## config.mk

```make
export PLATFORM = sky130hd
export DESIGN_NAME = nbg_mul
export DESIGN_NICKNAME = d
export VERILOG_FILES = /design/src/sv/nbg_mul.sv
export SDC_FILE = /design/constraint.sdc
export NUM_CORES = 2
export LEC_CHECK = 0
export BUFFER_PORTS_ARGS = -buffer_cell sky130_fd_sc_hd__buf_4
export CORE_ASPECT_RATIO = 0.8
export CORE_MARGIN = 1
export CORE_UTILIZATION = 30
export CTS_BUF_LIST = sky130_fd_sc_hd__clkbuf_4
export DETAILED_ROUTE_END_ITERATION = 7
export PLACE_DENSITY = 0.49
export SKIP_LAST_GASP = 1
export SLEW_MARGIN = 25
export SYNTH_ARGS = -nofsm -noshare
export SYNTH_HDL_FRONTEND = slang
export SYNTH_SLANG_ARGS = --single-unit
```

## constraint.sdc

```tcl
create_clock -name clk -period 10.25 [get_ports clk]
set_input_delay 1.025 -clock clk [delete_from_list [all_inputs] [get_ports clk]]
set_output_delay 1.025 -clock clk [all_outputs]
set_load 0.01 [all_outputs]
```

## src/sv/nbg_mul.sv

```systemverilog
// ============================================================================
// nbg_mul
// Shared 64x64 multiplier, one 32x32 partial product per cycle, 128-bit result.
// ============================================================================
module nbg_mul
(
    input  logic          clk,
    input  logic          rst_n,
    input  logic          start,
    input  logic [63:0]   a,
    input  logic [63:0]   b,
    output logic          done,
    output logic [127:0]  prod
);
    logic [63:0]  a_reg;
    logic [63:0]  b_reg;
    logic [127:0] acc_reg;
    logic [2:0]   ph_reg;
    logic         busy_reg;
    logic         done_reg;
    logic [31:0]  ma;
    logic [31:0]  mb;
    logic [63:0]  pp;
    logic [6:0]   sh_amt;
    logic [127:0] pp_sh;

    always_comb
    begin
        ma = ph_reg[1] ? a_reg[63:32] : a_reg[31:0];
        mb = ph_reg[0] ? b_reg[63:32] : b_reg[31:0];
        pp = ma * mb;
        sh_amt = {({1'b0, ph_reg[1]} + {1'b0, ph_reg[0]}), 5'd0};
        pp_sh = {64'd0, pp} << sh_amt;
    end

    always_ff @(posedge clk or negedge rst_n)
    begin
        if (!rst_n)
        begin
            busy_reg <= 1'b0;
            done_reg <= 1'b0;
            ph_reg   <= '0;
        end
        else
        begin
            done_reg <= 1'b0;
            if (start)
            begin
                busy_reg <= 1'b1;
                ph_reg   <= '0;
            end
            else if (busy_reg)
            begin
                ph_reg <= ph_reg + 3'd1;
                if (ph_reg == 3'd3)
                begin
                    busy_reg <= 1'b0;
                    done_reg <= 1'b1;
                end
            end
        end
    end

    always_ff @(posedge clk)
    begin
        if (start)
        begin
            a_reg   <= a;
            b_reg   <= b;
            acc_reg <= '0;
        end
        else if (busy_reg)
        begin
            acc_reg <= acc_reg + pp_sh;
        end
    end

    assign done = done_reg;
    assign prod = acc_reg;

endmodule

```

==> results.ini <==
[setup_path]
worstReg2RegStart=ph_reg[0]$_DFFE_PN0P_
cp-startpoint=ph_reg[0]$_DFFE_PN0P_
cp-start-kind=flip-flop
cp_data_arrival_time_ns=12.15
cp-end-kind=flip-flop
cpMostUsedCell=fa_1
critical-path-top-delay-family=adder cells
cp_max_fo=8
path_buf_inv=9
critPathMaxStageDelay_ns=0.59
worstSetupPathType=flip-flop to flip-flop
required_ns=11.25
slowest_stage=fa_1

[floorplanning]
die_w_um=465
fp.dieArea_um2=173000
die_y_um=372
rows=135
core_um2=170000
start_util=0.303
ios=260

[drt]
drtPass1Iterations=8
wire_per_inst_um=23.3
ant_nets=0
drt-total-wl_mm=233
drcViolationCount=10
routed_via_density=5.00
initialDrtViolationCount=4156
num_vias=49959

[clock_tree]
cts_max_level=3
clk_latency_ns=1.12
cts_tree=built
clk_path_buf_depth=3
cts_buffers=84
clkSlewWorstSetupHoldPaths_ns=0.08
cts-root-buf=clkbuf_4
clkSinkCount=261

[synth]
synth-xor-area-share=0.0303
yosysWarnings=0
synth_cell_types=93
async_flop_share=0.0192
synth_edf_count=128
ys_seq_area_frac=0.127
syn-cell-area_um2=51400
post_synth.cell_area_avg_um2=8.61
synth_compound_area_frac=0.113
synth_simple_gate_area_frac=0.157
synth_nets=7384
ys.flop_type=edfxtp_1
synthAdderAreaFrac=0.445
synthCells=5964
synth_top_family_by_area=adder cells
muxShareOfSynthArea=0.0390
ys_ff_latch=261

[timing]
finalHoldViolCount=0
tightest_slew_ns=1.09
skew_ns=0.104
rsz0062_at_grt=yes
tns_ns=-35.65
final-max-slew-violation-count=0
finalCritPeriodShare=1.09
setup_viol=78
relSlewSlack=0.263
setup_slack_ns=-0.902
fmax_mhz=89.7
fin_crit_ns=11.15

[layout]
fill_cells=16742
largest_register_ffs=128
finalNetCount=9067
syn_to_final_growth_pct=45.7
stdcell_count=9993
drive_gt1_frac=0.355
multiInputGateArea_um2=44600
ff_latch_area_um2=6540

[global_route]
grt_usage=0.263
antenna_found_initial=26
grt_pass1_vias=49558
grt_pass1_wl_mm=331
grt_overflow_total=0
grt_max_degree=65

[min_path]
hp-class=input port to flip-flop
worstHoldStart=b[39]

[placed_design]
dp.cells=9591
hpwl_mm=195
globalplace.congestion=0.977
port_buffers=259

[status]
status=finished, violations left
violations=design-rule violations, negative setup slack

[run]
maxCapViolCount=0

[repair_timing]
item | 4_1_cts | 5_1_grt
cloned | 4 | 8
buffers inserted | 60 | 156
hold endpoints to repair | 22 | 0
hold buffers | 18 | 0
pin swaps | 45 | 358
setup endpoints to repair | 95 | 94
resized for setup | 218 | 756
[worst reg2reg max path: cells and delay by family (launching register included)]
family                   cells  cell delay [ns]
adder cells (fa/ha/maj)     10             4.69
AO/OA/AOI/OAI               17             3.17
buffers and inverters        9             1.13
AND/OR/NAND/NOR              4             1.05
flip-flops                   1             0.51
multiplexers                 2             0.37
XOR/XNOR                     1             0.17
[through the flow]
| stage | setup slack (ns) | hold slack (ns) | area (um2) | utilization |
|---|---|---|---|---|
| floorplan | 0.000813 | 0.485 | 52000 | - |
| global placement | -1.38 | 0.466 | 67100 | 0.396 |
| detailed placement | -1.46 | 0.471 | 67100 | 0.396 |
| CTS | -0.928 | 0.00354 | 69900 | 0.412 |
| global route | -1.14 | 0.0152 | 74800 | 0.441 |
| finish | -0.902 | 0.110 | 74800 | 0.441 |
[final cells by class]
type / instances / share of cell area
clock buffers: 115 / 0.0115
multi-input cells: 4494 / 0.596
flip-flops and latches: 261 / 0.0874
well taps: 2260 / 0.0378
repair buffers: 1897 / 0.218
inverters: 909 / 0.0456
diodes: 19 / 0.000635
clock inverters: 38 / 0.00299
[final timing paths]
check                                         endpoint  slack [ns]  depth (start not counted)
worst min-delay path               b_reg[39]$_DFFE_PP_        0.11                          1
max in group asynchronous        ph_reg[1]$_DFFE_PN0P_        9.57                          2
worst min register to register  prod[101]$_SDFFE_PP0P_        0.47                          2
worst max register to register  prod[120]$_SDFFE_PP0P_       -0.90                         43
worst max-delay path            prod[120]$_SDFFE_PP0P_       -0.90                         43
min in group asynchronous        ph_reg[2]$_DFFE_PN0P_        0.41                          2
[synthesized netlist by cell type (6+ instances only)]
master	instances	area share
nand2b_1	22	0.0027
fa_1	897	0.35
o21ai_0	196	0.019
nor4_1	12	0.0015
a31oi_1	22	0.0027
clkbuf_1	264	0.019
edfxtp_1	128	0.075
and2_1	40	0.0049
dfxtp_1	128	0.050
a21oi_1	281	0.027
a21boi_0	14	0.0020
or2_2	11	0.0013
o21a_1	17	0.0025
nand4_1	79	0.0096
nor3_1	35	0.0034
xor2_1	75	0.013
nand3_1	39	0.0038
a22o_1	8	0.0014
nand3b_1	7	0.0010
o221ai_1	6	0.0010
o31ai_1	7	0.0010
and4_1	10	0.0017
or3_1	20	0.0024
nor2b_1	18	0.0022
a21o_1	117	0.017
o21ai_1	23	0.0022
mux2_2	64	0.014
o22ai_1	36	0.0044
o21bai_1	56	0.0082
inv_1	909	0.066
a211oi_1	23	0.0034
nor2_1	868	0.063
o211ai_1	20	0.0029
mux2i_1	128	0.025
a221oi_1	7	0.0012
ha_1	392	0.095
xnor2_1	103	0.018
and3_1	20	0.0024
a221o_1	8	0.0016
buf_2	11	0.0011
nand2_1	719	0.053
buf_1	23	0.0017
[placed cells by master, fill, tap and decap left out, types with 77 or more instances in the layout]
cell      synthesis  routed
o21ai_0         196     115
ha_1            392     335
inv_1           909     886
buf_6             0     112
nand4_1          79      79
a21o_1          117     115
buf_12            0     110
a21oi_1         281     180
xnor2_1         103      77
buf_4             0    1640
nor2_1          868     785
edfxtp_1        128     128
dfxtp_1         128     128
fa_1            897     860
a21oi_2           1      77
nand2_1         719     691
clkbuf_4          0     115
[cells by family (layout without fill, tap and decap cells)]
group	Yosys count	after routing
xor+xnor	178	178
flops	261	261
compound gates	915	915
buf+inv	1209	2959
other cells	0	19
simple gates	1920	1920
mux	192	192
fa+ha+maj	1289	1289
[metal layers]
layer,routed length [um],up-vias,track usage,part of all wire
met5,86,-,0,0.00037
met4,6510,12,0.0707,0.028
met3,19600,298,0.0584,0.084
met2,100000,1757,0.391,0.43
met1,107000,25315,0.380,0.46
li1,-,22577,-,-
Power is not shown: default switching activity piles up to over one toggle a cycle in this logic, so the estimate is an artifact.
